--- src/hw/rtl/lpht_pkg.sv ---
`timescale 1ns / 1ps
// Shared constants, codes and types of the linear probing hash table.
package lpht_pkg;

    localparam int DEF_CAPACITY   = 1021;
    localparam int DEF_KEY_BITS   = 32;
    localparam int DEF_VALUE_BITS = 32;

    // Key bits folded into the remainder per cycle of the home slot unit.
    localparam int DIGIT_BITS = 4;

    localparam int OUT_BITS = 32;

    localparam logic [1:0] OP_LOOKUP = 2'd0;
    localparam logic [1:0] OP_INSERT = 2'd1;
    localparam logic [1:0] OP_REMOVE = 2'd2;

    typedef enum logic [1:0] {
        ST_OK        = 2'd0,
        ST_NOT_FOUND = 2'd1,
        ST_DUP       = 2'd2,
        ST_FULL      = 2'd3
    } t_status;

    typedef struct packed {
        logic rd;
        logic wr;
    } t_mem_ctl;

endpackage

--- src/hw/rtl/lpht_mod.sv ---
`timescale 1ns / 1ps
// Home slot unit: key modulo the table capacity, one key digit per cycle.
module lpht_mod #(
    parameter int CAPACITY = lpht_pkg::DEF_CAPACITY,
    parameter int KEY_BITS = lpht_pkg::DEF_KEY_BITS,
    localparam int AW      = $clog2(CAPACITY)
) (
    input  logic                i_clk,
    input  logic                i_rst_n,
    input  logic                i_start,
    input  logic [KEY_BITS-1:0] i_key,
    output logic                o_done,
    output logic [AW-1:0]       o_home
);

    localparam int DIG  = lpht_pkg::DIGIT_BITS;
    localparam int NDIG = (KEY_BITS + DIG - 1) / DIG;
    localparam int PADW = NDIG * DIG;
    localparam int CNTW = $clog2(NDIG);
    localparam int TW   = AW + DIG;

    logic            r_busy;
    logic            r_done;
    logic [CNTW-1:0] r_cnt;
    logic [PADW-1:0] r_shift;
    logic [AW-1:0]   r_rem;
    logic [AW-1:0]   n_rem;

    // The remainder is below the capacity, so the widened value stays below
    // capacity times the digit radix and a binary chain of subtracts reduces it.
    always_comb begin
        logic [TW-1:0] t;
        t = {r_rem, r_shift[PADW-1 -: DIG]};
        for (int k = DIG - 1; k >= 0; k--) begin
            if (t >= (TW'(CAPACITY) << k)) begin
                t = t - (TW'(CAPACITY) << k);
            end
        end
        n_rem = t[AW-1:0];
    end

    always_ff @(posedge i_clk) begin
        if (!i_rst_n) begin
            r_busy <= 1'b0;
            r_done <= 1'b0;
            r_cnt  <= '0;
        end else begin
            r_done <= 1'b0;
            if (i_start) begin
                r_busy <= 1'b1;
                r_cnt  <= '0;
            end else if (r_busy) begin
                r_cnt <= r_cnt + 1'b1;
                if (r_cnt == CNTW'(NDIG - 1)) begin
                    r_busy <= 1'b0;
                    r_done <= 1'b1;
                end
            end
        end
    end

    always_ff @(posedge i_clk) begin
        if (i_start) begin
            r_shift <= PADW'(i_key);
            r_rem   <= '0;
        end else if (r_busy) begin
            r_shift <= r_shift << DIG;
            r_rem   <= n_rem;
        end
    end

    assign o_done = r_done;
    assign o_home = r_rem;

endmodule

--- config.mk ---
export PLATFORM = sky130hd
export DESIGN_NAME = lpht_mod
export DESIGN_NICKNAME = d
export VERILOG_FILES = /design/src/hw/rtl/lpht_pkg.sv /design/src/hw/rtl/lpht_mod.sv
export SDC_FILE = /design/constraint.sdc
export NUM_CORES = 1
export LEC_CHECK = 0
export CAP_MARGIN = 0
export CELL_PAD_IN_SITES_DETAIL_PLACEMENT = 1
export CELL_PAD_IN_SITES_GLOBAL_PLACEMENT = 1
export CORE_ASPECT_RATIO = 0.9
export CORE_UTILIZATION = 45
export CTS_CLUSTER_SIZE = 12
export DETAILED_ROUTE_END_ITERATION = 10
export DONT_BUFFER_PORTS = 1
export PLACE_DENSITY_LB_ADDON = 0.1
export SKIP_CTS_REPAIR_TIMING = 1
export SYNTH_ARGS = -nofsm -noshare
export SYNTH_HDL_FRONTEND = slang
export SYNTH_SLANG_ARGS = --single-unit
--- constraint.sdc ---
create_clock -name i_clk -period 4 [get_ports i_clk]
set_clock_uncertainty 0.15 [all_clocks]
set_input_delay 0.4 -clock i_clk [delete_from_list [all_inputs] [get_ports i_clk]]
set_output_delay 0.4 -clock i_clk [all_outputs]
set_load 0.01 [all_outputs]
## Word-level counts from Yosys, hierarchy flattened

Cells that the tools add are included.

- Add/sub/neg operators: 5
- Multipliers: 0
- Divide/modulo/power cells: 0
- $lt $le $gt $ge: 4
- Equal/unequal tests: 1
- Shifts and indexed selects: 0
- Mux-type cells: 10
- Bitwise gates (word level): 2
- Reductions and logical operators: 3

Operators with widths:

| kind | count |
|---|---|
| $mux 32 | 2 |
| $mux 14 | 3 |
| $ge 14x10->1 const B | 1 |
| $ge 14x11->1 const B | 1 |
| $ge 14x12->1 const B | 1 |
| $ge 14x13->1 const B | 1 |
| $sub 14x11->14 const B | 1 |
| $sub 14x12->14 const B | 1 |
| $sub 14x13->14 const B | 1 |
| $mux 10 | 1 |
| $sub 10x10->10 const B | 1 |
| $mux 1 | 4 |
| $add 3x1->3 const B | 1 |
| $eq 3x3->1 const B | 1 |
| $reduce_or 3->1 | 1 |
| $not 1->1 | 2 |
| $reduce_bool 2->1 | 1 |
| $reduce_or 2->1 | 1 |

- Bits in registers: 47
- Latch bits: 0
- Bits in writable memories: 0
- Bits in read-only memories: 0
- Input bits: 35
- Output and inout bits: 11
- Memories kept: 0

## Longest topological paths before layout

Gate-level depths: netlist of run 1.

- Word-level depth: 8
- Mapped depth: 18
- Gate-level depth less buffers: 15

## Worst setup path before layout of run 1

No wires, ideal clock.

- Path type: flip-flop to flip-flop
- Start point: register r_rem[7] (netlist: o_home[7])
- End point: register r_rem[2] (netlist: o_home[2])
- Library setup time: 93 ps
- Arrival time: 4315 ps
- Slack: -558 ps
- Stages on the path, launching flop included: 17
- Cell sequence: dfxtp_1 and4_1 buf_2 a41oi_1 o21ai_2 clkinv_1 ha_1 a21o_4 o31ai_4 a31oi_4 mux2_4 or4_4 or4_4 nand3_2 a31oi_2 or4b_1 o2111ai_1

- Cells in the longest elaborated chain, start to end: 8
- Elaborated cells between the ends (all ways): 12

RTL lines:

| item | line | RTL |
|---|---|---|
| start, declared | lpht_mod.sv:26 | `logic [AW-1:0] r_rem;` |
| start signal, assigned | lpht_mod.sv:68 | `r_rem <= n_rem;` |
| $sub 14x13->14 or $ge 14x13->1 (tied branches) | lpht_mod.sv:36, lpht_mod.sv:35 |  |
| $mux 14 * | lpht_mod.sv:35 | `if (t >= (TW'(CAPACITY) << k)) begin` |
| $sub 14x12->14 or $ge 14x12->1 (tied branches) | lpht_mod.sv:36, lpht_mod.sv:35 |  |
| $mux 14 * | lpht_mod.sv:35 |  |
| $sub 14x11->14 or $ge 14x11->1 (tied branches) | lpht_mod.sv:36, lpht_mod.sv:35 |  |
| $mux 14 * | lpht_mod.sv:35 |  |
| $ge 14x10->1 or $sub 10x10->10 (tied branches) | lpht_mod.sv:35, lpht_mod.sv:36 |  |
| $mux 10 * | lpht_mod.sv:35 |  |

Every way passes the cells marked *; elsewhere a longest branch is shown, timed or not.
A chain may end at the register's enable or synchronous reset.

## Worst setup path in the final report of run 1

- Start point: register r_shift[31]
- End point: register r_rem[5] (netlist: o_home[5])

- Cells in the longest elaborated chain, start to end: 8
- Elaborated cells between the ends (all ways): 12

RTL lines:

| item | line | RTL |
|---|---|---|
| start, declared | lpht_mod.sv:25 | `logic [PADW-1:0] r_shift;` |
| start signal, assigned | lpht_mod.sv:64 | `r_shift <= PADW'(i_key);` |
| start signal, assigned | lpht_mod.sv:67 | `r_shift <= r_shift << DIG;` |
| $sub 14x13->14 or $ge 14x13->1 (tied branches) | lpht_mod.sv:36, lpht_mod.sv:35 |  |
| $mux 14 * | lpht_mod.sv:35 |  |
| $sub 14x12->14 or $ge 14x12->1 (tied branches) | lpht_mod.sv:36, lpht_mod.sv:35 |  |
| $mux 14 * | lpht_mod.sv:35 |  |
| $sub 14x11->14 or $ge 14x11->1 (tied branches) | lpht_mod.sv:36, lpht_mod.sv:35 |  |
| $mux 14 * | lpht_mod.sv:35 |  |
| $ge 14x10->1 or $sub 10x10->10 (tied branches) | lpht_mod.sv:35, lpht_mod.sv:36 |  |
| $mux 10 * | lpht_mod.sv:35 |  |

Marks and branches as above.

==> summary.txt, run 1 <==
STA
  – Pins Over Slew Limit: 0
  – Slew of the pin with the lowest slew margin: 696 ps
  – Setup-failing EPs final: 10
  – FMAX: approximately 230 MHz
  – Total negative slack: -2240 ps
  – Headroom to the max-slew limit: between 50 and 60%
  – Final Hold Viols: 0
  – PnR worst setup slack: -371 ps
  – Minimum clock period: 4370 ps
  – RSZ-0062 raised after global routing: yes
  – Hold WS: between 70 and 80 ps
  – Crit share post-route: 109%

Route
  – Residual DRC: 2
  – Antenna Nets Post-Route: 0
  – WL/cell: between 20 and 25 µm
  – Vias: 3785
  – First-pass DRT Iterations: 8
  – Routed Wire Length: between 10 and 15 mm
  – Vias per cell: 6.39
  – Drt first-iter violations: 193

Synth
  – Synth warnings: 0
  – Count of cell types in the netlist: 84
  – Ys flop type: edfxtp_1
  – Syn nets: 428
  – Register bit total from synthesis: between 40 and 50
  – Ys async rst share: 0%
  – Sequential share of the synthesized area: roughly a third
  – Post-Synthesis Cells: slightly below 400
  – Syn Area/Cell: about 9.6 µm²
  – Post-synth EDFFs: 32
  – Synthesized cell area: between 0.003 and 0.004 mm²

Floorplanning
  – IO Count: 46
  – Chip Height: 88.3 µm
  – Core area: 0.00803 mm²
  – Full die area: 0.00864 mm²
  – Chip width: 97.9 µm
  – Initial Util: a little under half
  – Row count: 31

Critical path
  – Critical path type: register to register
  – R2R setup slack: -370 ps
  – Critical Path Source Type: register
  – CP max FO: 5
  – Buffers & Inverters on Critical Path: 2
  – CP arrival: around 4400 ps
  – CP Capture Type: register
  – Largest delay share family, worst path: compound AO/OA/AOI/OAI gates
  – CP max stage cell: or4_4
  – CP max stage delay: roughly 600 ps
  – Crit path cell chain: inv_1 -> ha_4 -> and3b_2 -> buf_4 -> mux2_2 -> nor2_2 -> and4_1 -> o21ai_0 -> a2bb2oi_2 -> or4_4 -> o21a_1 -> a211oi_4 -> a32oi_2 -> a211oi_1 -> a2111oi_4
  – Req. time, crit path: roughly 4000 ps

GRT
  – First-pass GRT wire length: 21.4 mm
  – Gr usage total: between 30 and 40%
  – Vias in the first global route: around 3.8k
  – Remaining global-route overflow: 0
  – Initial antenna violation count: 0
  – Pin count of the biggest net entering global routing: 39

Cells and area
  – Synth-to-Final Area Change: 37.7%
  – Reg area: between 0.001 and 0.0015 mm²
  – Share of layout cells above drive strength 1: between 40 and 50%
  – Net count, final: around 530
  – Number of fill cells: 887
  – Post-route cell area: just over 0.005 mm²
  – N_diodes: 0
  – Multi-input logic area: roughly 0.0026 mm²

Placed design
  – GP Congestion: between 0.9 and 1
  – Count of input and output buffers: 0
  – Placed cell area: 0.00473 mm²
  – DP Worst Slack: -601 ps
  – Hpwl dp: 10.8 mm

Power
  – Max IR drop VDD: 0.218 mV
  – Power per cell area: between 200 and 300 mW/mm²
  – Static leakage: slightly below 2 nW

Clocking
  – Clock Latency Late Sink: about 310 ps
  – CTS clock-pin slew for the worst setup and hold paths: about 90 ps
  – CTS buffer count: 5
  – Clock Tree Root: clkbuf_8
  – CTS tree: done
  – Max H-tree Level: 2
  – Clock Tree Buf Depth: 2
  – Clk sink count: between 40 and 50

Job
  – Max-cap violations: 0

Min path
  – Tightest Hold Check Type: input pin to register

Outcome
  – Violated checks: design-rule violations, negative setup slack
  – Outcome: finished, violations left
==> layout make-up <==
class | instances | area share (%)
flip-flops and latches | 47 | 25.1
clock buffers | 7 | 1.49
clock inverters | 1 | 0.586
repair buffers | 122 | 18.3
multi-input cells | 306 | 51.3
inverters | 10 | 0.830
well taps | 99 | 2.42
==> cells in the final DEF (no fill, tap or decap), types with 6 or more instances in the layout <==
cell      count
dfxtp_1       6
nand4_1       9
mux2_2       29
nor2_1       28
o211ai_1      6
inv_1         9
nand2_1      26
edfxtp_1     32
dfxtp_4       6
o21ai_0      10
and2_1        9
buf_4       118
xnor2_1       8
a21oi_1       7
nor3_1       12
==> layer usage <==
| metal | routed length (µm) | track usage, % | part of all wire, % |
|---|---|---|---|
| met4 | 307 | 5.37 | 2.1 |
| met2 | 7300 | 58.1 | 50 |
| met5 | 0 | 0 | 0 |
| met1 | 6170 | 41.7 | 42 |
| met3 | 769 | 5.85 | 5.3 |
==> metrics by stage <==
stage / instances / util [%] / power (mW)
finish: 592 / 63.8 / 1.45
global route: 592 / 63.8 / 1.49
CTS: 589 / 60.2 / 1.39
detailed placement: 581 / 58.9 / 1.05
global placement: 581 / 58.9 / 1.02
floorplan: 389 / - / 0.853
==> report_power, final <==
group / internal, mW / switching (mW) / leakage [nW]
clock network: 0.188 / 0.176 / 0.0524
logic: 0.220 / 0.270 / 1.43
registers: 0.569 / 0.0286 / 0.453
==> synth_stat cells, types with 5 or more instances <==
cell      number  area, µm²
clkbuf_1      12       45.0
nor3_1        14       70.1
a21oi_1        8       40.0
a41oi_1        5       43.8
dfxtp_1       15        300
nand2_1       28        105
edfxtp_1      32        961
nand4_1        9       56.3
o211ai_1       6       45.0
inv_1          9       33.8
xor2_1         5       43.8
buf_2          7       35.0
nor4_1         8       50.1
and2_1        12       75.1
nor2_1        32        120
o21a_1         5       37.5
mux2i_1        7       70.1
nand3_1        5       25.0
xnor2_1        8       70.1
and3_1         5       31.3
mux2_2        30        338
o21ai_0       13       65.1
==> cell families after synthesis <==
kind of cell               count (synthesis)  synth area share (%)
AOI/OAI and AO/OA                        105                  23.3
xor gates and xnor gates                  13                  3.06
adders and majority gates                  5                  1.61
buffers and inverters                     36                  4.57
DFF                                       47                  33.9
muxes                                     39                  11.8
and+or+nand+nor                          144                  21.8
==> registers in the layout, indices dropped and copies added (netlist names) <==
signal	cells
o_done	1
o_home	10
r_cnt	3
r_busy	1
r_shift	32
==> path summary, 6_finish.rpt <==
path	startpoint	to	depth (start not counted)
max	r_shift[31]$_DFFE_PP_	o_home[5]$_SDFFE_PP0P_	15
min	i_rst_n	r_busy$_SDFF_PN0_	1
max reg2reg	r_shift[31]$_DFFE_PP_	o_home[5]$_SDFFE_PP0P_	15
min reg2reg	r_cnt[1]$_SDFFE_PP0P_	r_cnt[1]$_SDFFE_PP0P_	2
Note: power is estimated with default switching activity, not from simulation.
==> inputs of run 2 (changes only) <==
--- a/config.mk
+++ b/config.mk
@@ -8,7 +8,7 @@
 export CAP_MARGIN = 0
 export CELL_PAD_IN_SITES_DETAIL_PLACEMENT = 1
 export CELL_PAD_IN_SITES_GLOBAL_PLACEMENT = 1
-export CORE_ASPECT_RATIO = 0.9
+export CORE_ASPECT_RATIO = 0.6
 export CORE_UTILIZATION = 45
 export CTS_CLUSTER_SIZE = 12
 export DETAILED_ROUTE_END_ITERATION = 10
==> summary.txt, run 2 (synthesis results as in run 1) <==
GRT
  – Gr usage total: 35.6% (+3.2 points)
  – Pin count of the biggest net entering global routing: 39 (unchanged)
  – Remaining global-route overflow: 0 (unchanged)
  – First-pass GRT wire length: 23.0 mm (+7.9%)
  – Vias in the first global route: 3932 (+2.6%)
  – Initial antenna violation count: 0 (unchanged)

STA
  – Final Hold Viols: 0 (unchanged)
  – RSZ-0062 raised after global routing: yes
  – FMAX: 225 MHz (-1.8%)
  – Headroom to the max-slew limit: 54.9% (+1.5 points)
  – Minimum clock period: 4450 ps (+78.3 ps)
  – Crit share post-route: 111% (+2.0 points)
  – Hold WS: 19.0 ps (-51.2 ps)
  – Slew of the pin with the lowest slew margin: 674 ps (-21.9 ps)
  – Pins Over Slew Limit: 0 (unchanged)
  – PnR worst setup slack: -449 ps (-78.3 ps)
  – Setup-failing EPs final: 10 (unchanged)

Clocking
  – Clock Tree Buf Depth: 2 (unchanged)
  – Clock Tree Root: clkbuf_16
  – Clk sink count: 47 (unchanged)
  – Max H-tree Level: 2 (unchanged)
  – CTS clock-pin slew for the worst setup and hold paths: 70 ps (-20 ps)
  – CTS tree: done
  – CTS buffer count: 5 (unchanged)
  – Clock Latency Late Sink: 300 ps (about the same)

Min path
  – Tightest Hold Check Type: input pin to register
  – Hold_sp: i_start

Outcome
  – Violated checks: negative setup slack
  – Outcome: finished, violations left

Floorplanning
  – Chip Height: 72.5 µm (-18%)
  – Full die area: 0.00865 mm² (+0.13%)
  – Initial Util: 46.9% (+0.49 points)
  – Core area: 0.00795 mm² (-1.0%)
  – Row count: 25 (-19%)
  – IO Count: 46 (unchanged)
  – Chip width: 119 µm (+22%)

Cells and area
  – Commonest cells after routing, fill and taps aside: 144 x buf_4, 32 x edfxtp_1, 29 x mux2_2, 28 x nor2_1, 26 x nand2_1
  – Top reg by flops: r_shift
  – Synth-to-Final Area Change: 45.5%
  – Net count, final: 561 (+5.6%)
  – Number of fill cells: 860 (-3.0%)
  – Commonest non-fill, non-tap cell in the layout: buf_4
  – N_diodes: 0 (unchanged)
  – Number of flip-flops in the largest register: 32 (unchanged)
  – Share of layout cells above drive strength 1: 51.1% (+4.4 points)

Route
  – Residual DRC: 0 (-2)
  – First-pass DRT Iterations: 5 (-3)
  – Vias: 4211 (+11%)
  – Routed Wire Length: 18.0 mm (+24%)
  – Drt first-iter violations: 413 (+110%)
  – WL/cell: 28.5 µm (+16%)
  – Vias per cell: 6.67 (+4.4%)
  – Antenna Nets Post-Route: 0 (unchanged)

Critical path
  – CP Capture Type: register
  – R2r startpoint: o_home[2]$_SDFFE_PP0P_
  – CP arrival: 4480 ps (+90 ps)
  – CP max FO: 7 (+2)
  – Req. time, crit path: 4030 ps (about the same)
  – Critical Path Source Type: register
  – Critical path launch point: o_home[2]$_SDFFE_PP0P_
  – Critical path type: register to register

Placed design
  – GP Congestion: 0.966 (+1.5%)
  – Count of input and output buffers: 0 (unchanged)
  – Hpwl dp: 11.8 mm (+9.0%)
  – DP Worst Slack: -671 ps (-69.9 ps)

Job
  – Max-cap violations: 0 (unchanged)

Power
  – Static leakage: 2.09 nW (+8.0%)
  – Max IR drop VDD: 0.204 mV (-6.7%)
  – Power per cell area: 291 mW/mm² (+2.7%)
-- run 2: critical path, stage by stage (launching register included) --
cell and delay (ps):
dfxtp_4 400, nand4_4 160, buf_4 210, nor4_4 300, o221ai_2 170, a211oi_2 420
a31oi_4 230, mux2_4 360, or4_4 580, o21a_1 230, a211oi_4 320, a32oi_2 230
a21o_1 240, a2111oi_2 310
-- run 2: routing by layer --
layer	track usage, %	part of all wire (%)
met5	0	0
met4	6.25	3.5
met3	6.84	9.2
met2	54.3	45
met1	52.6	42
-- run 2: power by group --
group | switching (mW) | internal [mW] | leakage [nW]
registers | 0.0323 | 0.570 | 0.454
logic | 0.305 | 0.239 | 1.57
clock network | 0.199 | 0.232 | 0.0669
-- run 2: area by class of cell --
type | instances | area [µm²] | share of cell area, %
multi-input combinational | 306 | 2640 | 48.7
sequential | 47 | 1290 | 23.8
timing repair buffer | 152 | 1170 | 21.6
tap | 108 | 135 | 2.49
clock buffer | 6 | 129 | 2.38
inverter | 10 | 42.5 | 0.785
clock inverter | 2 | 12.5 | 0.231
-- run 2: through the flow --
stage	std cells	utilization (%)	TNS [ps]	area (µm²)	power [mW]
global route	631	68.2	-4460	5420	1.61
finish	631	68.2	-3200	5420	1.58
global placement	603	60.7	-3810	4830	1.04
CTS	611	62.5	-6550	4970	1.48
detailed placement	603	60.7	-5430	4830	1.06
floorplan	389	-	-656	3860	0.853
-- run 2: worst paths after layout --
path                                  to  slack [ps]  depth (start not counted)
setup reg to reg  o_home[5]$_SDFFE_PP0P_        -450                         13
setup / recovery  o_home[5]$_SDFFE_PP0P_        -450                         13
hold reg to reg    r_cnt[2]$_SDFFE_PP0P_         380                          2
hold / removal    o_home[5]$_SDFFE_PP0P_          20                          1
==> inputs of run 3 (changes only) <==
--- a/config.mk
+++ b/config.mk
@@ -10,6 +10,7 @@
 export CELL_PAD_IN_SITES_GLOBAL_PLACEMENT = 1
 export CORE_ASPECT_RATIO = 0.6
 export CORE_UTILIZATION = 45
+export CTS_BUF_LIST = sky130_fd_sc_hd__clkbuf_16
 export CTS_CLUSTER_SIZE = 12
 export DETAILED_ROUTE_END_ITERATION = 10
 export DONT_BUFFER_PORTS = 1
==> summary.txt, run 3 (synthesis results as in run 1) <==
Clocking
  – Clock Latency Late Sink: 300 ps (about the same)
  – Clock Tree Buf Depth: 2 (unchanged)
  – CTS tree: done
  – Max H-tree Level: 2 (unchanged)
  – Clock Tree Root: clkbuf_16
  – Clk sink count: 47 (unchanged)
  – CTS buffer count: 5 (unchanged)
  – CTS clock-pin slew for the worst setup and hold paths: 70 ps (about the same)

Route
  – Routed Wire Length: 18.0 mm (-0.12%)
  – Antenna Nets Post-Route: 0 (unchanged)
  – Vias per cell: 6.76 (+1.3%)
  – Drt first-iter violations: 429 (+3.9%)
  – Residual DRC: 0 (unchanged)
  – Vias: 4257 (+1.1%)
  – First-pass DRT Iterations: 5 (unchanged)
  – WL/cell: 28.5 µm (about the same)

Critical path
  – R2R setup slack: -430 ps (+20 ps)
  – CP max stage cell: or4_4
  – CP max FO: 7 (unchanged)
  – Critical path launch point: o_home[2]$_SDFFE_PP0P_
  – CP max stage delay: 580 ps (about the same)
  – Critical path type: register to register
  – Crit path cell chain: nand4_4 -> buf_4 -> nor4_4 -> o221ai_2 -> a211oi_2 -> a31oi_4 -> mux2_4 -> or4_4 -> o21a_1 -> a211oi_4 -> a32oi_2 -> a21o_1 -> a2111oi_2
  – CP Capture Type: register
  – R2r startpoint: o_home[2]$_SDFFE_PP0P_
  – Req. time, crit path: 4030 ps (about the same)
  – CP arrival: 4460 ps (-20 ps)
  – Critical Path Source Type: register

Placed design
  – Count of input and output buffers: 0 (unchanged)
  – Hpwl dp: 11.8 mm (unchanged)
  – GP Congestion: 0.966 (unchanged)

GRT
  – Vias in the first global route: 3932 (unchanged)
  – Initial antenna violation count: 0 (unchanged)
  – GRT met1 Usage: 52.6% (unchanged)
  – GR Util met3: 6.84% (unchanged)
  – Met2 Resource Use GR: 54.3% (unchanged)
  – Pin count of the biggest net entering global routing: 39 (unchanged)
  – GRT Max-Usage Layer: met2
  – Remaining global-route overflow: 0 (unchanged)
  – Gr usage total: 35.6% (unchanged)
  – First-pass GRT wire length: 23.0 mm (unchanged)

Min path
  – Tightest Hold Check Type: input pin to register
  – Hold_sp: i_start

STA
  – Minimum clock period: 4430 ps (-15.9 ps)
  – FMAX: 226 MHz (+0.36%)
  – Pins Over Slew Limit: 0 (unchanged)
  – Final Hold Viols: 0 (unchanged)
  – PnR worst setup slack: -433 ps (+15.9 ps)
  – Crit share post-route: 111% (-0.40 points)
  – Total negative slack: -3040 ps (+153 ps)
  – Headroom to the max-slew limit: 56.3% (+1.4 points)
  – Setup-failing EPs final: 10 (unchanged)
  – Hold WS: 26.8 ps (+7.77 ps)
  – RSZ-0062 raised after global routing: yes
  – Slew of the pin with the lowest slew margin: 653 ps (-21.3 ps)

Cells and area
  – Commonest cells after routing, fill and taps aside: 145 x buf_4, 32 x edfxtp_1, 29 x mux2_2, 28 x nor2_1, 26 x nand2_1
  – Reg area: 0.00129 mm² (unchanged)
  – N_diodes: 0 (unchanged)
  – Synth-to-Final Area Change: 44.8%
  – Multi-input logic area: 0.00263 mm² (-0.43%)
  – Number of flip-flops in the largest register: 32 (unchanged)
  – Net count, final: 560 (-0.18%)
  – Number of fill cells: 870 (+1.2%)
  – Commonest non-fill, non-tap cell in the layout: buf_4
  – Share of layout cells above drive strength 1: 50.8% (-0.29 points)
  – Top reg by flops: r_shift

Outcome
  – Violated checks: negative setup slack
  – Outcome: finished, violations left

Power
  – Max IR drop VDD: 0.226 mV (+11%)
  – Total Power: 1.57 mW (-0.50%)
  – Static leakage: 2.09 nW (about the same)
  – Power per cell area: 291 mW/mm² (about the same)

Job
  – Max-cap violations: 0 (unchanged)

Floorplanning
  – Full die area: 0.00865 mm² (unchanged)
  – Core area: 0.00795 mm² (unchanged)
  – Chip Height: 72.5 µm (unchanged)
  – Initial Util: 46.9% (unchanged)
  – Chip width: 119 µm (unchanged)
  – IO Count: 46 (unchanged)
  – Row count: 25 (unchanged)
==> run 3: cell type report <==
class                   instances  share of cell area, %
multi-input cells             306                   48.7
flip-flops and latches         47                   23.9
repair buffers                151                   21.4
well taps                     108                   2.51
clock buffers                   5                   2.32
inverters                      10                  0.789
clock inverters                 3                  0.302
==> run 3: layer usage <==
layer  wire length, µm  share of wire, %
met1              7630                42
met5                 0                 0
met4               564               3.1
met3              1670               9.3
met2              8120                45
==> run 3: worst max-delay path, delay by kind of cell (launching register included) <==
family / cells / cell delay, ps
buf+inv: 1 / 210
compound gates: 8 / 2160
mux: 1 / 360
simple gates: 3 / 1030
flops: 1 / 400
==> run 3: worst paths after layout <==
check | endpoint | cells past startpoint
worst max-delay path | o_home[5]$_SDFFE_PP0P_ | 13
worst min-delay path | o_home[5]$_SDFFE_PP0P_ | 1
worst max register to register | o_home[5]$_SDFFE_PP0P_ | 13
worst min register to register | r_cnt[1]$_SDFFE_PP0P_ | 2
==> run 3: stage by stage <==
stage / utilization (%) / worst slack [ps] / cell area (µm²) / instances
2_1_floorplan: - / -221 / 3860 / 389
3_3_place_gp: 60.7 / -498 / 4830 / 603
3_5_place_dp: 60.7 / -671 / 4830 / 603
4_1_cts: 62.5 / -789 / 4970 / 611
5_1_grt: 67.9 / -579 / 5390 / 630
6_report: 67.9 / -433 / 5390 / 630
==> run 3: where the power goes <==
part	switching (mW)	total (mW)	internal (mW)
Clock	0.196	0.425	0.229
Sequential	0.0326	0.602	0.570
Combinational	0.304	0.541	0.237
Total	0.533	1.57	1.04
