--- src/hw/rtl/lpht_pkg.sv ---
`timescale 1ns / 1ps
// Shared constants, codes and types of the linear probing hash table.
package lpht_pkg;

    localparam int DEF_CAPACITY   = 1021;
    localparam int DEF_KEY_BITS   = 32;
    localparam int DEF_VALUE_BITS = 32;

    // Key bits folded into the remainder per cycle of the home slot unit.
    localparam int DIGIT_BITS = 4;

    localparam int OUT_BITS = 32;

    localparam logic [1:0] OP_LOOKUP = 2'd0;
    localparam logic [1:0] OP_INSERT = 2'd1;
    localparam logic [1:0] OP_REMOVE = 2'd2;

    typedef enum logic [1:0] {
        ST_OK        = 2'd0,
        ST_NOT_FOUND = 2'd1,
        ST_DUP       = 2'd2,
        ST_FULL      = 2'd3
    } t_status;

    typedef struct packed {
        logic rd;
        logic wr;
    } t_mem_ctl;

endpackage

--- src/hw/rtl/lpht_ctrl.sv ---
`timescale 1ns / 1ps
// Sequencer: clearing pass, probe walk over the slot memory, and update.
module lpht_ctrl #(
    parameter int CAPACITY   = lpht_pkg::DEF_CAPACITY,
    parameter int KEY_BITS   = lpht_pkg::DEF_KEY_BITS,
    parameter int VALUE_BITS = lpht_pkg::DEF_VALUE_BITS,
    localparam int AW        = $clog2(CAPACITY),
    localparam int WW        = KEY_BITS + VALUE_BITS + 2
) (
    input  logic                  i_clk,
    input  logic                  i_rst_n,
    input  logic                  i_valid,
    output logic                  o_stall,
    input  logic [1:0]            i_op,
    input  logic [KEY_BITS-1:0]   i_key,
    input  logic [VALUE_BITS-1:0] i_value,
    output logic                  o_mod_start,
    input  logic                  i_mod_done,
    input  logic [AW-1:0]         i_home,
    output lpht_pkg::t_mem_ctl    o_mem_ctl,
    output logic [AW-1:0]         o_rd_addr,
    output logic [AW-1:0]         o_wr_addr,
    output logic [WW-1:0]         o_wr_data,
    input  logic [WW-1:0]         i_rd_data,
    input  logic                  i_out_free,
    output logic                  o_res_load,
    output lpht_pkg::t_status     o_res_status,
    output logic [VALUE_BITS-1:0] o_res_value
);

    localparam int LIMIT = CAPACITY / 2;

    typedef enum logic [4:0] {
        S_CLEAR = 5'b00001,
        S_IDLE  = 5'b00010,
        S_HASH  = 5'b00100,
        S_PROBE = 5'b01000,
        S_DONE  = 5'b10000
    } t_state;

    t_state                r_state,    n_state;
    logic [AW-1:0]         r_pos,      n_pos;
    logic [AW-1:0]         r_cnt,      n_cnt;
    logic [AW-1:0]         r_count,    n_count;
    logic [1:0]            r_op,       n_op;
    logic [KEY_BITS-1:0]   r_key,      n_key;
    logic [VALUE_BITS-1:0] r_value,    n_value;
    logic                  r_hit,      n_hit;
    logic [AW-1:0]         r_hit_pos,  n_hit_pos;
    logic [VALUE_BITS-1:0] r_hit_val,  n_hit_val;
    logic                  r_free_ok,  n_free_ok;
    logic [AW-1:0]         r_free_pos, n_free_pos;

    logic                  rd_used;
    logic                  rd_mark;
    logic [KEY_BITS-1:0]   rd_key;
    logic [VALUE_BITS-1:0] rd_val;
    logic [AW-1:0]         next_pos;
    logic                  last_pos;
    logic                  last_probe;

    assign rd_used    = i_rd_data[WW-1];
    assign rd_mark    = i_rd_data[WW-2];
    assign rd_key     = i_rd_data[VALUE_BITS +: KEY_BITS];
    assign rd_val     = i_rd_data[VALUE_BITS-1:0];
    assign last_pos   = (r_pos == AW'(CAPACITY - 1));
    assign next_pos   = last_pos ? '0 : r_pos + 1'b1;
    assign last_probe = (r_cnt == AW'(CAPACITY - 1));

    assign o_stall = (r_state != S_IDLE);

    always_comb begin
        n_state      = r_state;
        n_pos        = r_pos;
        n_cnt        = r_cnt;
        n_count      = r_count;
        n_op         = r_op;
        n_key        = r_key;
        n_value      = r_value;
        n_hit        = r_hit;
        n_hit_pos    = r_hit_pos;
        n_hit_val    = r_hit_val;
        n_free_ok    = r_free_ok;
        n_free_pos   = r_free_pos;
        o_mod_start  = 1'b0;
        o_mem_ctl    = '0;
        o_rd_addr    = r_pos;
        o_wr_addr    = r_pos;
        o_wr_data    = '0;
        o_res_load   = 1'b0;
        o_res_status = lpht_pkg::ST_NOT_FOUND;
        o_res_value  = '0;

        case (r_state)
            S_CLEAR: begin
                o_mem_ctl.wr = 1'b1;
                if (last_pos) begin
                    n_pos   = '0;
                    n_state = S_IDLE;
                end else begin
                    n_pos = r_pos + 1'b1;
                end
            end
            S_IDLE: begin
                if (i_valid) begin
                    n_op        = i_op;
                    n_key       = i_key;
                    n_value     = i_value;
                    o_mod_start = 1'b1;
                    n_state     = S_HASH;
                end
            end
            S_HASH: begin
                if (i_mod_done) begin
                    o_mem_ctl.rd = 1'b1;
                    o_rd_addr    = i_home;
                    n_pos        = i_home;
                    n_cnt        = '0;
                    n_hit        = 1'b0;
                    n_free_ok    = 1'b0;
                    n_state      = S_PROBE;
                end
            end
            S_PROBE: begin
                // The first slot without a live entry is where an insert lands.
                if (!rd_used && !r_free_ok) begin
                    n_free_ok  = 1'b1;
                    n_free_pos = r_pos;
                end
                if (rd_used && rd_key == r_key) begin
                    n_hit     = 1'b1;
                    n_hit_pos = r_pos;
                    n_hit_val = rd_val;
                    n_state   = S_DONE;
                end else if ((!rd_used && !rd_mark) || last_probe) begin
                    n_state = S_DONE;
                end else begin
                    o_mem_ctl.rd = 1'b1;
                    o_rd_addr    = next_pos;
                    n_pos        = next_pos;
                    n_cnt        = r_cnt + 1'b1;
                end
            end
            S_DONE: begin
                if (i_out_free) begin
                    o_res_load = 1'b1;
                    n_state    = S_IDLE;
                    case (r_op)
                        lpht_pkg::OP_LOOKUP: begin
                            if (r_hit) begin
                                o_res_status = lpht_pkg::ST_OK;
                                o_res_value  = r_hit_val;
                            end
                        end
                        lpht_pkg::OP_INSERT: begin
                            if (r_hit) begin
                                o_res_status = lpht_pkg::ST_DUP;
                            end else if (r_count >= AW'(LIMIT) || !r_free_ok) begin
                                o_res_status = lpht_pkg::ST_FULL;
                            end else begin
                                o_mem_ctl.wr = 1'b1;
                                o_wr_addr    = r_free_pos;
                                o_wr_data    = {1'b1, 1'b0, r_key, r_value};
                                n_count      = r_count + 1'b1;
                                o_res_status = lpht_pkg::ST_OK;
                            end
                        end
                        lpht_pkg::OP_REMOVE: begin
                            if (r_hit) begin
                                o_mem_ctl.wr = 1'b1;
                                o_wr_addr    = r_hit_pos;
                                o_wr_data    = {1'b0, 1'b1, r_key, r_value};
                                if (r_count != '0) begin
                                    n_count = r_count - 1'b1;
                                end
                                o_res_status = lpht_pkg::ST_OK;
                            end
                        end
                        default: begin
                            o_res_status = lpht_pkg::ST_NOT_FOUND;
                        end
                    endcase
                end
            end
            default: begin
                n_state = S_IDLE;
            end
        endcase
    end

    always_ff @(posedge i_clk) begin
        if (!i_rst_n) begin
            r_state   <= S_CLEAR;
            r_pos     <= '0;
            r_cnt     <= '0;
            r_count   <= '0;
            r_hit     <= 1'b0;
            r_free_ok <= 1'b0;
        end else begin
            r_state   <= n_state;
            r_pos     <= n_pos;
            r_cnt     <= n_cnt;
            r_count   <= n_count;
            r_hit     <= n_hit;
            r_free_ok <= n_free_ok;
        end
    end

    always_ff @(posedge i_clk) begin
        r_op       <= n_op;
        r_key      <= n_key;
        r_value    <= n_value;
        r_hit_pos  <= n_hit_pos;
        r_hit_val  <= n_hit_val;
        r_free_pos <= n_free_pos;
    end

    a_no_rd_wr_same_cycle: assert property (@(posedge i_clk) disable iff (!i_rst_n)
        !(o_mem_ctl.rd && o_mem_ctl.wr))
        else $error("slot memory read and written in the same cycle");

    a_count_bound: assert property (@(posedge i_clk) disable iff (!i_rst_n)
        r_count <= AW'(LIMIT))
        else $error("entry count above half the capacity");

    a_insert_below_limit: assert property (@(posedge i_clk) disable iff (!i_rst_n)
        (o_mem_ctl.wr && o_wr_data[WW-1]) |-> (r_count < AW'(LIMIT)))
        else $error("entry stored at the load limit");

    a_home_in_range: assert property (@(posedge i_clk) disable iff (!i_rst_n)
        i_mod_done |-> ({1'b0, i_home} < (AW + 1)'(CAPACITY)))
        else $error("home slot outside the table");

    a_load_when_free: assert property (@(posedge i_clk) disable iff (!i_rst_n)
        o_res_load |-> (i_out_free && r_state == S_DONE))
        else $error("result loaded while the output register is busy");

endmodule
--- config.mk ---
export PLATFORM = sky130hd
export DESIGN_NAME = lpht_ctrl
export DESIGN_NICKNAME = d
export VERILOG_FILES = /design/src/hw/rtl/lpht_pkg.sv /design/src/hw/rtl/lpht_ctrl.sv
export SDC_FILE = /design/constraint.sdc
export NUM_CORES = 1
export LEC_CHECK = 0
export ABC_AREA = 1
export ABC_CLOCK_PERIOD_IN_PS = 7000
export BUFFER_PORTS_ARGS = -buffer_cell sky130_fd_sc_hd__buf_2
export CAP_MARGIN = 20
export CORE_AREA = 4 4 234 122
export DETAILED_ROUTE_END_ITERATION = 12
export DIE_AREA = 0 0 238 126
export GPL_TIMING_DRIVEN = 0
export PLACE_DENSITY = 0.58
export SYNTH_ARGS = -nofsm -noshare
export SYNTH_HDL_FRONTEND = slang
export SYNTH_SLANG_ARGS = --single-unit
--- constraint.sdc ---
create_clock -name i_clk -period 7 [get_ports i_clk]
set_clock_uncertainty 0.05 [all_clocks]
set_input_delay 0.35 -clock i_clk [delete_from_list [all_inputs] [get_ports i_clk]]
set_output_delay 0.35 -clock i_clk [all_outputs]
set_load 0.005 [all_outputs]
# --- Word level (Yosys, flattened, before mapping) ---
# Cells that the tools add are included.
word_totals:
  regBits: 155
  inputBits: 147
  out_inout_bits: 125
  elab_cells: 126
classes:
  add_sub_neg: 4
  magnitude_cmp: 1
  n_eq_ne: 24
  mux: 63
  reduce_logical: 22
op_table:
  columns: ["op", "count"]
  rows:
  - ["66-bit 2-to-1 mux", 4]
  - ["10-bit 2-to-1 mux", 16]
  - ["66-bit one-hot mux with 2 select lines", 1]
  - ["32-bit 2-to-1 mux", 4]
  - ["10-bit one-hot mux with 2 select lines", 4]
  - ["65-bit 2-to-1 mux", 1]
  - ["32-bit equality test", 1]
  - ["10-bit by 1-bit adder with 10-bit output (second input constant)", 3]
  - ["5-bit 2-to-1 mux", 6]
  - ["10-bit one-hot mux with 3 select lines", 1]
  - ["5-bit one-hot mux with 5 select lines", 1]
  - ["2-bit inequality test (second input constant)", 12]
  - ["10-bit equality test (second input constant)", 2]
  - ["1-bit 2-to-1 mux", 15]
  - ["10-bit by 9-bit greater-or-equal comparator with 1-bit output (second input constant)", 1]
  - ["1-bit one-hot mux with 2 select lines", 5]
  - ["10-bit nonzero test", 1]
  - ["10-bit by 1-bit subtractor with 10-bit output (second input constant)", 1]
  - ["2-bit 2-to-1 mux", 4]
  - ["7-bit AND reduction", 1]
  - ["2-bit AND reduction", 3]
  - ["3-bit AND reduction", 2]
  - ["5-bit by 1-bit equality test with 1-bit output (second input constant)", 1]
  - ["5-bit by 2-bit equality test with 1-bit output (second input constant)", 1]
  - ["17 further kinds", 23]

# --- Logic depth before layout (Yosys ltp) ---
# Gate-level depths: netlist (run 1).
logic_depth:
  word_depth: 7
  depth_mapped: 16
  ltp_nobuf: 15

# --- Least setup slack after synthesis (run 1) ---
# OpenSTA, ideal clock, no wires.
synth_timing:
  path_kind: "register to register"
  startpoint: "register r_state[0]"
  endpoint: "register r_hit_pos[0] (enable)"
  setup_ns: 0.546
  t_arrival_ns: 5.088
  t_required_ns: 6.404
  slack_ns: 1.316
  stages_incl_launch_ff: 6
  n_path_buf: 1
  synth_period_minus_slack_ns: 5.684
  cell_sequence: "dfxtp_1 or2_1 nor2_1 nand3_1 clkbuf_1 nor4_1"
synth_via:
  elab_chain_len: 2
synth_lines:
  columns: ["item", "line_no", "text"]
  rows:
  - ["start: declaration", "lpht_ctrl.sv:41", "t_state r_state, n_state;"]
  - ["start signal: assignment", "lpht_ctrl.sv:200", "r_state <= n_state;"]
  - ["5-bit by 4-bit equality test with 1-bit output", "lpht_ctrl.sv:94", "case (r_state)"]
  - ["2-bit AND reduction (no source line)", null, null]
  - ["end signal: assignment", "lpht_ctrl.sv:213", "r_hit_pos <= n_hit_pos;"]
  - ["end: declaration", "lpht_ctrl.sv:49", "logic [AW-1:0] r_hit_pos, n_hit_pos;"]
# No other way between the ends.
# A chain may end at the register's enable or synchronous reset.

# --- Worst setup path after layout (run 1) ---
layout_timing:
  startpoint: "register r_pos[0]"
  endpoint: "output o_rd_addr[3]"
layout_via:
  elab_chain_len: 5
  elab_cells_between_ends: 6
  classes_between: "1 x add/sub; 1 x eq/ne; 4 x mux"
layout_lines:
  columns: ["item", "line_no", "text"]
  rows:
  - ["start: declaration", "lpht_ctrl.sv:42", "logic [AW-1:0] r_pos, n_pos;"]
  - ["start signal: assignment", "lpht_ctrl.sv:201", "r_pos <= n_pos;"]
  - ["10-bit by 1-bit adder with 10-bit output or 10-bit equality test (tied branches)", "lpht_ctrl.sv:67, lpht_ctrl.sv:66", null]
  - ["10-bit 2-to-1 mux (*)", "lpht_ctrl.sv:67", "assign next_pos = last_pos ? '0 : r_pos + 1'b1;"]
  - ["10-bit 2-to-1 mux (*)", "lpht_ctrl.sv:135", "end else if ((!rd_used && !rd_mark) || last_probe) begin"]
  - ["10-bit 2-to-1 mux (*)", "lpht_ctrl.sv:130", "if (rd_used && rd_key == r_key) begin"]
  - ["10-bit one-hot mux with 2 select lines (*)", "lpht_ctrl.sv:94", null]
  - ["end: declaration", "lpht_ctrl.sv:21", "output logic [AW-1:0] o_rd_addr,"]
# Every way passes the cells marked *; elsewhere a longest branch is shown, timed or not.

==> flow_metrics.py, run 1 <==
metrics = {
    "floorplan": {
        "io_pins": 272,
        "die_area_mm2": 0.0300,
        "rows": 42,
        "start_util_pct": 34.8,
        "core_mm2": 0.0262,
        "die_w_um": 238,
        "dieHeight_um": 126,
    },
    "synth": {
        "syn_nets": 1320,
        "synth_top_cell_area_share_pct": 38.8,
        "async_flop_share_pct": 0,
        "synth_common_cells": "nand2_1 (324), inv_1 (179), nor2_1 (131)",
        "yosysTopAreaCell": "edfxtp_1",
        "synth_edf_count": 118,
        "syn_avg_cell_area_um2": 7.90,
        "synth_most_common_cell": "nand2_1",
        "ys_types": 41,
        "syn_area_mm2": 0.00914,
        "synth-seq-cells": 155,
        "seq_area_frac_synth_pct": 46.9,
        "netlist_instances": 1156,
        "synthTopCellsByArea": "edfxtp_1 (39%), nand2_1 (13%), dfxtp_1 (8.1%), inv_1 (7.4%), nor2_1 (5.4%)",
        "ys_warn_count": 0,
        "synth_flop_cell": "edfxtp_1",
    },
    "global_route": {
        "grt_overflow": 0,
        "antenna_found_initial": 4,
        "grt_pass1_vias": 8472,
        "grt_max_degree": 26,
        "grt_pass1_wl_um": 45700,
        "grt_usage_pct": 19.1,
    },
    "timing": {
        "period_needed_ns": 3.40,
        "worst_slew_margin_rel_pct": 38.9,
        "finalMaxSlewViolations": 0,
        "finalSetupViolations": 0,
        "timing.final.ws_setup_ns": 3.60,
        "final_hold_viol_count": 0,
        "grt_setup_unrepaired": "false",
        "max_slew.worst_pin.slew_ns": 0.914,
        "finalCritPeriodShare_pct": 48.6,
        "fmax_mhz": 294,
    },
    "clock_network": {
        "cts_tree": "built",
        "cts_resized": 0,
        "cts.sinks": 155,
        "cts_post_setup_buffers_inserted": 0,
        "clkTransAtPathRegs_ns": 0.07,
        "worstSkewPairLatency_ns": 0.45,
        "cts_htree_levels": 4,
        "cts_root_buffer": "clkbuf_16",
        "cts_hold_buf": 0,
        "cts_buffers": 17,
        "cts.path.max_buffers": 2,
    },
    "setup_path": {
        "crit_type": "register to output pin",
        "crit_arrival_ns": 3.00,
        "end_kind": "output pin",
        "ff2ff_setup_slack_ns": 3.79,
        "rr_endpoint": "r_hit_val[26]$_DFFE_PP_",
        "rr_worst_depth": 9,
        "r2r-start": "r_state[0]$_SDFFE_PN1P_",
        "critPathLaunchType": "register",
        "startpoint": "r_pos[0]$_SDFFE_PN0P_",
        "path_max_fanout": 9,
        "required_ns": 6.60,
        "critPathCapture": "o_rd_addr[3]",
    },
    "detailed_routing": {
        "vias_per_cell": 4.80,
        "drc": 0,
        "first_pass_iters": 6,
        "routedWlPerCell_um": 16.0,
        "ant_nets": 0,
        "drt-initial-drc-count": 774,
        "wl_um": 29200,
        "num_vias": 8749,
    },
    "power": {
        "ir_worst_vdd_v": 0.000158,
        "p_leak_nw": 5.54,
        "power_mw": 2.27,
        "power_density_mw_per_mm2": 195,
    },
    "outcome": {
        "outcome": "finished clean",
    },
    "placement": {
        "port_buffers": 271,
        "post-place-ws_ns": 3.75,
        "dpl.hpwl_um": 22900,
        "gp_congestion": 0.945,
    },
    "final_layout": {
        "drive_gt1_share_pct": 26.0,
        "nets": 1618,
        "area_growth_pct": 27.5,
    },
    "worst_hold_path": {
        "holdCritPathClass": "input port to register",
    },
    "job": {
        "maxCapViolations": 0,
    },
}
==> how the worst min path moves through the flow <==
stage	cells after the start	startpoint	end	slack (ns)
2_1_floorplan	0	r_pos[5]$_SDFFE_PN0P_	r_free_pos[5]$_DFFE_PP_	0.37
3_3_place_gp	0	r_pos[4]$_SDFFE_PN0P_	r_free_pos[4]$_DFFE_PP_	0.38
3_5_place_dp	0	r_pos[3]$_SDFFE_PN0P_	r_hit_pos[3]$_DFFE_PP_	0.38
4_1_cts	1	i_key[16]	r_key[16]$_DFFE_PP_	0.008
5_1_grt	1	i_value[1]	r_value[1]$_DFFE_PP_	0.0008
6_report	1	i_key[16]	r_key[16]$_DFFE_PP_	0.03
==> cells by family after synthesis <==
| group | Yosys count | synth area share, % |
|---|---|---|
| AND/OR/NAND/NOR | 651 | 33.4 |
| buffers and inverters | 222 | 9.85 |
| flip-flops | 155 | 46.9 |
| AO/OA/AOI/OAI | 91 | 5.59 |
| XOR/XNOR | 20 | 1.92 |
| adder cells (fa/ha/maj) | 17 | 2.41 |
==> per-stage QoR <==
stage	util, %	cells	hold slack, ns	cell area (um2)	TNS (ns)
floorplan	-	1156	0.370	9140	0
global placement	41.7	1779	0.378	10900	-44.99
detailed placement	42.2	1787	0.384	11100	0
CTS	44.4	1819	0.00756	11600	0
global route	44.4	1822	0.000769	11600	0
finish	44.4	1822	0.0264	11600	0
==> metal layers <==
layer / up-vias / track usage (%) / part of all wire [%]
li1: 4301 / - / -
met2: 299 / 32.5 / 49
met1: 4106 / 24.6 / 44
met5: - / 0 / 0.041
met4: 2 / 6.68 / 2.4
met3: 41 / 3.54 / 5.2
==> final cells by class <==
type                    instances  area [um2]
diodes                          3        7.51
plain buffers                  38         209
clock buffers                  17         425
clock inverters                15         164
fillers                      2618       14600
inverters                     184         691
multi-input cells             779        3970
flip-flops and latches        155        4280
well taps                     352         440
repair buffers                279        1460
==> worst max-delay path, stage by stage (launching register included) <==
cell,delay (ns)
dfxtp_1,0.41
clkbuf_1,0.38
inv_1,0.25
ha_1,0.26
nand2_1,0.10
nor2_1,0.05
nand2_1,0.18
inv_1,0.12
nor2_1,0.15
nand2_1,0.06
o21ai_0,0.09
nand2_1,0.07
nand2_1,0.08
nand2_1,0.07
o211ai_1,0.15
buf_2,0.16
==> power breakdown <==
| group | switching [mW] | internal (mW) | total (mW) |
|---|---|---|---|
| combinational | 0.172 | 0.113 | 0.286 |
| clock | 0.428 | 0.533 | 0.961 |
| sequential | 0.0176 | 1.01 | 1.03 |
| total | 0.618 | 1.65 | 2.27 |
==> state kept, by name (all words and copies together), names as in the netlist <==
register and cells:
r_key 32, r_count 10, r_free_pos 10, r_free_ok 1
r_pos 10, r_value 32, r_state 5, r_hit 1
r_cnt 10, r_op 2, r_hit_val 32, r_hit_pos 10
==> layout by cell type, fill, tap and decap left out, types with 4 or more instances in the layout <==
master / Yosys / routed
nand2_1: 324 / 324
buf_2: 5 / 276
inv_1: 179 / 179
nor2_1: 131 / 130
edfxtp_1: 118 / 118
nand3_1: 82 / 82
nor2_4: 40 / 41
a21oi_1: 38 / 38
dfxtp_1: 37 / 37
o21ai_0: 27 / 27
clkbuf_1: 25 / 25
nand4_1: 24 / 24
clkbuf_16: 0 / 17
ha_1: 16 / 16
xor2_1: 14 / 14
nor3b_1: 11 / 11
nor3_1: 11 / 10
nor2_2: 10 / 10
a31oi_1: 9 / 9
o211ai_1: 8 / 8
xnor2_1: 6 / 6
nor4_1: 7 / 6
inv_6: 0 / 6
clkinv_1: 3 / 4
buf_6: 2 / 4
buf_8: 4 / 4
buf_4: 0 / 4
Power figures use the tool's default switching activity.
==> inputs of run 2 (changes only) <==
ABC_AREA = 0   (was 1)
ABC_CLOCK_PERIOD_IN_PS = 3500   (was 7000)
CORE_AREA = 4 4 216 113   (was 4 4 234 122)
DIE_AREA = 0 0 220 117   (was 0 0 238 126)
PLACE_DENSITY = 0.6   (was 0.58)
clock period = 3.5 ns   (was 7 ns; I/O delays follow)
==> run 2 against run 1 <==
  * Routed wire length decreased by 16%
  * Largest power group unchanged
  * Die area decreased by 14%
  * Cell count decreased by 23%
  * Critical path depth decreased by 4
  * Flip-flop and latch count unchanged
  * Largest cell class unchanged
  * Clock power increased by 110%
  * Combinational power increased to 2.8 times the previous value
==> flow_metrics.py, run 2 <==
metrics = {
    "final_layout": {
        "reg.largest.list": "r_hit_val (32), r_key (32), r_value (32)",
        "fill_cells": 2039,
        "finalCoreUtilization_pct": 50.0,
        "final_common_cell": "buf_2",
        "nets": 1251,
        "final_cells": 1409,
        "drive_gt1_share_pct": 30.6,
        "layout_common_cells": "buf_2 (274), edfxtp_1 (118), dlygate4sd3_1 (103)",
        "area_growth_pct": 45.0,
    },
    "floorplan": {
        "die_area_mm2": 0.0257,
        "io_pins": 272,
        "start_util_pct": 34.5,
        "core_mm2": 0.0224,
        "dieHeight_um": 117,
        "rows": 39,
        "die_w_um": 220,
    },
    "synth": {
        "synth_common_cells": "edfxtp_1 (118), and2_1 (101), nand2_1 (50)",
        "synth_edf_count": 118,
        "ys_warn_count": 0,
        "synth_most_common_cell": "edfxtp_1",
        "syn_avg_cell_area_um2": 11.2,
        "yosysTopAreaCell": "edfxtp_1",
        "synthTopCellsByArea": "edfxtp_1 (46%), dfxtp_1 (9.6%), and2_1 (8.2%), xnor2_1 (3.3%), ha_1 (2.6%)",
        "syn_nets": 855,
        "synth_top_cell_area_share_pct": 45.8,
        "synth_flop_cell": "edfxtp_1",
        "async_flop_share_pct": 0,
        "netlist_instances": 691,
        "ys_types": 75,
        "syn_area_mm2": 0.00773,
        "seq_area_frac_synth_pct": 55.4,
        "synth-seq-cells": 155,
    },
    "timing": {
        "final_hold_viol_count": 0,
        "timing.final.ws_setup_ns": 0.151,
        "worst_slew_margin_rel_pct": 48.7,
        "grt_setup_unrepaired": "false",
        "max_slew.worst_pin.slew_ns": 0.767,
        "period_needed_ns": 3.35,
        "fmax_mhz": 299,
        "finalCritPeriodShare_pct": 95.7,
        "finalMaxSlewViolations": 0,
        "finalSetupViolations": 0,
    },
    "detailed_routing": {
        "drt-initial-drc-count": 540,
        "wl_um": 24600,
        "vias_per_cell": 4.83,
        "ant_nets": 0,
        "first_pass_iters": 5,
        "num_vias": 6808,
        "routedWlPerCell_um": 17.5,
        "drc": 0,
    },
    "outcome": {
        "outcome": "finished clean",
    },
    "setup_path": {
        "ff2ff_setup_slack_ns": 0.34,
        "crit_arrival_ns": 3.12,
        "path_max_fanout": 10,
        "crit_type": "register to output pin",
        "rr_worst_depth": 12,
        "required_ns": 3.27,
        "critPathLaunchType": "register",
        "end_kind": "output pin",
    },
    "clock_network": {
        "cts_htree_levels": 4,
        "cts_buffers": 17,
        "cts_root_buffer": "clkbuf_16",
        "cts.path.max_buffers": 2,
        "worstSkewPairLatency_ns": 0.45,
        "cts.sinks": 155,
        "clkTransAtPathRegs_ns": 0.07,
        "cts_post_setup_buffers_inserted": 0,
        "cts_tree": "built",
    },
    "placement": {
        "placed_cells": 1272,
        "post-place-ws_ns": 0.278,
        "dpl.hpwl_um": 18200,
        "port_buffers": 271,
        "gp_congestion": 0.914,
    },
    "global_route": {
        "grt_overflow": 0,
        "antenna_found_initial": 0,
        "grt_usage_pct": 19.0,
        "grt_pass1_wl_um": 37000,
        "grt_pass1_vias": 6575,
        "grt_max_degree": 58,
    },
    "power": {
        "power_density_mw_per_mm2": 443,
        "p_leak_nw": 4.81,
        "ir_worst_vdd_v": 0.000269,
    },
    "job": {
        "maxCapViolations": 0,
    },
    "worst_hold_path": {
        "holdPathStages": 3,
        "holdCritPathClass": "input port to register",
    },
}
==> run 2: area by class of cell <==
| class | count | area [um2] | area share (%) |
|---|---|---|---|
| plain buffers | 32 | 181 | 1.62 |
| flip-flops and latches | 155 | 4280 | 38.2 |
| inverters | 23 | 86.3 | 0.770 |
| clock buffers | 17 | 425 | 3.79 |
| multi-input cells | 481 | 3200 | 28.5 |
| diodes | 2 | 5.00 | 0.0446 |
| clock inverters | 15 | 200 | 1.79 |
| well taps | 307 | 384 | 3.43 |
| repair buffers | 377 | 2450 | 21.8 |
==> run 2: power by group <==
group | total, mW | switching (mW) | internal (mW)
sequential | 2.14 | 0.0815 | 2.06
clock | 2.02 | 0.864 | 1.15
combinational | 0.804 | 0.428 | 0.376
total | 4.97 | 1.37 | 3.59
==> run 2: per-layer routing <==
layer	vias to the layer above	share of wire, %	track usage, %
met5	-	0	0
met4	0	1.8	5.98
met3	31	7.2	4.95
met2	228	42	27.1
met1	3231	49	28.1
li1	3318	-	-
==> run 2: logic make-up (layout without fill, tap and decap cells) <==
logic type / count (synthesis) / count (layout) / synth area share, %
flops: 155 / 155 / 55.4
fa+ha+maj: 17 / 17 / 2.85
compound gates: 113 / 113 / 10.7
other cells: 0 / 2 / 0
simple gates: 310 / 310 / 22.9
buf+inv: 55 / 464 / 3.45
xor+xnor: 36 / 36 / 4.08
mux: 5 / 5 / 0.647
==> run 2: what timing repair did <==
item,in CTS,in global routing
gates resized for setup,0,2
hold endpoints to repair,103,0
endpoints found under the setup margin,0,1
hold buffers,103,0
==> run 2: worst max-delay path, stage by stage (launching register included) <==
cell and delay (ns):
dfxtp_1 0.39, or3_4 0.44, nor3_4 0.25, and2_1 0.16
buf_2 0.21, and3_1 0.18, buf_2 0.21, or2_1 0.15
buf_4 0.22, buf_6 0.17, and2_1 0.17, buf_2 0.13
==> run 2: final timing paths <==
| kind | start | endpoint |
|---|---|---|
| worst min-delay path | i_valid | r_state[1]$_SDFFE_PN0P_ |
| worst max-delay path | r_state[3]$_SDFFE_PN0P_ | o_wr_data[58] |
| worst max register to register | r_op[0]$_DFFE_PP_ | r_count[8]$_SDFFE_PN0P_ |
| worst min register to register | r_pos[3]$_SDFFE_PN0P_ | r_free_pos[3]$_DFFE_PP_ |
==> run 2: stage by stage <==
stage	hold slack, ns	power [mW]	TNS (ns)	cell area [um2]
detailed placement	0.303	2.88	0	9550
global route	0.0386	5.18	0	11200
finish	0.0399	4.97	0	11200
global placement	0.302	2.87	-32.04	9480
CTS	0.0129	4.99	0	11200
floorplan	0.224	2.58	0	7740
==> inputs of run 3 (changes only) <==
ABC_CLOCK_PERIOD_IN_PS = 4400   (was 3500)
CORE_AREA = 4 4 219 114   (was 4 4 216 113)
CTS_CLUSTER_SIZE = 10   (was default)
DIE_AREA = 0 0 223 118   (was 0 0 220 117)
PLACE_DENSITY = 0.59   (was 0.6)
clock period = 4.4 ns   (was 3.5 ns; I/O delays follow)
==> run 3 against run 2 <==
  * First-iteration DRC count fell by 29%
  * Non-clock buffer count decreased by 4
  * Flip-flop and latch count did not move
  * Power shrank 22%
  * Routed wire length fell by 3.4%
  * Cell count down 0.35%
  * Critical endpoint is now o_rd_addr[9]
  * Largest cell class unchanged
  * Largest power group unchanged
  * Highest routed layer unchanged
==> flow_metrics.py, run 3 (same netlist as run 2, synthesis figures left out) <==
metrics = {
    "outcome": {
        "outcome": "finished clean",
    },
    "final_layout": {
        "final_common_cell": "buf_2",
        "layout_common_cells": "buf_2 (274), edfxtp_1 (118), and2_1 (101)",
        "seq_area_mm2": 0.00428,
        "nets": 1247,
        "area_growth_pct": 44.2,
        "reg.largest.list": "r_hit_val (32), r_key (32), r_value (32)",
        "fill_cells": 2060,
        "finalCoreUtilization_pct": 48.9,
        "drive_gt1_share_pct": 30.6,
        "multi_input_area_mm2": 0.00320,
        "final_cells": 1404,
    },
    "timing": {
        "finalCritPeriodShare_pct": 77.8,
        "grt_setup_unrepaired": "false",
        "timing.final.ws_setup_ns": 0.979,
        "max_slew.worst_pin.slew_ns": 0.681,
        "fmax_mhz": 292,
        "period_needed_ns": 3.42,
        "final_hold_viol_count": 0,
        "finalMaxSlewViolations": 0,
        "finalSetupViolations": 0,
        "worst_slew_margin_rel_pct": 54.5,
        "tns_ns": 0,
    },
    "floorplan": {
        "die_area_mm2": 0.0263,
        "die_w_um": 223,
        "core_mm2": 0.0228,
        "rows": 39,
        "dieHeight_um": 118,
        "start_util_pct": 33.9,
        "io_pins": 272,
    },
    "clock_network": {
        "cts_htree_levels": 4,
        "cts.sinks": 155,
        "cts_root_buffer": "clkbuf_16",
        "cts_post_setup_buffers_inserted": 0,
        "worstSkewPairLatency_ns": 0.43,
        "cts_resized": 0,
        "cts_buffers": 17,
        "cts_tree": "built",
        "cts.path.max_buffers": 2,
        "clkTransAtPathRegs_ns": 0.06,
        "cts_hold_buf": 99,
    },
    "power": {
        "p_leak_nw": 4.77,
        "p_comb_share_pct": 16.2,
        "sw_frac_of_total_pct": 25.4,
        "p_switching_mw": 0.979,
        "power_density_mw_per_mm2": 345,
        "pwr-share-clk_pct": 39.5,
        "seqPwrFrac_pct": 44.4,
        "ir_worst_vdd_v": 0.000262,
        "p_int_mw": 2.87,
    },
    "setup_path": {
        "crit_arrival_ns": 3.15,
        "critPathLaunchType": "register",
        "path_max_fanout": 10,
        "crit_type": "register to output pin",
        "required_ns": 4.13,
        "ff2ff_setup_slack_ns": 1.16,
        "end_kind": "output pin",
        "rr_endpoint": "r_count[8]$_SDFFE_PN0P_",
        "r2r-start": "r_op[0]$_DFFE_PP_",
        "rr_worst_depth": 12,
    },
    "detailed_routing": {
        "routedWlPerCell_um": 16.9,
        "ant_nets": 0,
        "first_pass_iters": 5,
        "drc": 0,
        "vias_per_cell": 4.82,
        "num_vias": 6768,
        "wl_um": 23800,
        "drt-initial-drc-count": 384,
    },
    "global_route": {
        "top_usage_layer": "met2",
        "grt_pass1_wl_um": 38000,
        "grt_max_degree": 45,
        "grt_pass1_vias": 6993,
        "grtUsageMet3_pct": 4.76,
        "grt_usage_pct": 18.1,
        "grt_util_met1_pct": 21.3,
        "antenna_found_initial": 1,
        "use_met2_pct": 32.6,
        "grt_overflow": 0,
    },
    "placement": {
        "post-place-ws_ns": 1.19,
        "gp_congestion": 0.838,
        "placed_cells": 1272,
        "dpl.hpwl_um": 17500,
        "port_buffers": 271,
    },
    "job": {
        "maxCapViolations": 0,
    },
    "worst_hold_path": {
        "holdCritPathClass": "input port to register",
        "hold_path_end": "r_pos[6]$_SDFFE_PN0P_",
        "holdPathStages": 3,
        "hold_start": "i_home[6]",
    },
}
[run 3: cell types whose count changed in the layout (fill, tap and decap cells not counted), sizes merged]
cell,change
inv,-9
clkbuf,+4
clkinvlp,+2
clkinv,+3
dlygate4sd3,-4
diode,-1
[run 3: stage by stage]
| stage | hold slack (ns) | power, mW | cell area, um2 |
|---|---|---|---|
| 6_report | 0.0412 | 3.85 | 11100 |
| 3_3_place_gp | 0.347 | 2.27 | 9470 |
| 3_5_place_dp | 0.348 | 2.29 | 9540 |
| 5_1_grt | 0.0399 | 4.04 | 11100 |
| 4_1_cts | 0.0133 | 3.89 | 11100 |
| 2_1_floorplan | 0.269 | 2.05 | 7730 |
[run 3: layout make-up]
class	count	area share (%)
flip-flops and latches	155	38.4
well taps	307	3.45
multi-input cells	481	28.7
plain buffers	32	1.62
inverters	23	0.774
clock buffers	21	4.22
clock inverters	11	1.27
repair buffers	373	21.5
diodes	1	0.0224
[run 3: metal layers]
| layer | wire length, um | vias up |
|---|---|---|
| met1 | 9710 | 3229 |
| li1 | - | 3309 |
| met5 | 0 | - |
| met2 | 12300 | 203 |
| met4 | 425 | 0 |
| met3 | 1290 | 27 |
[run 3: worst max-delay path: stages (launching register included)]
cell,delay (ns)
edfxtp_1,0.41
nor2b_1,0.17
or4b_4,0.52
nor3_4,0.23
nand4_4,0.23
o211ai_4,0.41
buf_6,0.21
a21oi_1,0.06
o211ai_1,0.30
buf_2,0.17
[run 3: power by group through the flow]
| stage | Combinational, mW | Clock (mW) | Sequential (mW) |
|---|---|---|---|
| floorplan | 0.333 | 0 | 1.72 |
| global placement | 0.533 | 0 | 1.74 |
| detailed placement | 0.548 | 0 | 1.74 |
| CTS | 0.622 | 1.56 | 1.71 |
| global route | 0.683 | 1.64 | 1.71 |
| finish | 0.623 | 1.52 | 1.71 |
[run 3: worst max path at each step]
stage,startpoint,endpoint,slack [ns],cells after the start
floorplan,r_key[21]$_DFFE_PP_,r_hit_pos[0]$_DFFE_PP_,0.64,5
global placement,r_key[21]$_DFFE_PP_,r_hit_val[6]$_DFFE_PP_,-0.55,5
detailed placement,r_op[0]$_DFFE_PP_,r_count[8]$_SDFFE_PN0P_,1.19,12
CTS,r_key[21]$_DFFE_PP_,o_rd_addr[9],0.93,9
global route,r_key[21]$_DFFE_PP_,o_rd_addr[9],0.82,9
finish,r_key[21]$_DFFE_PP_,o_rd_addr[9],0.98,9
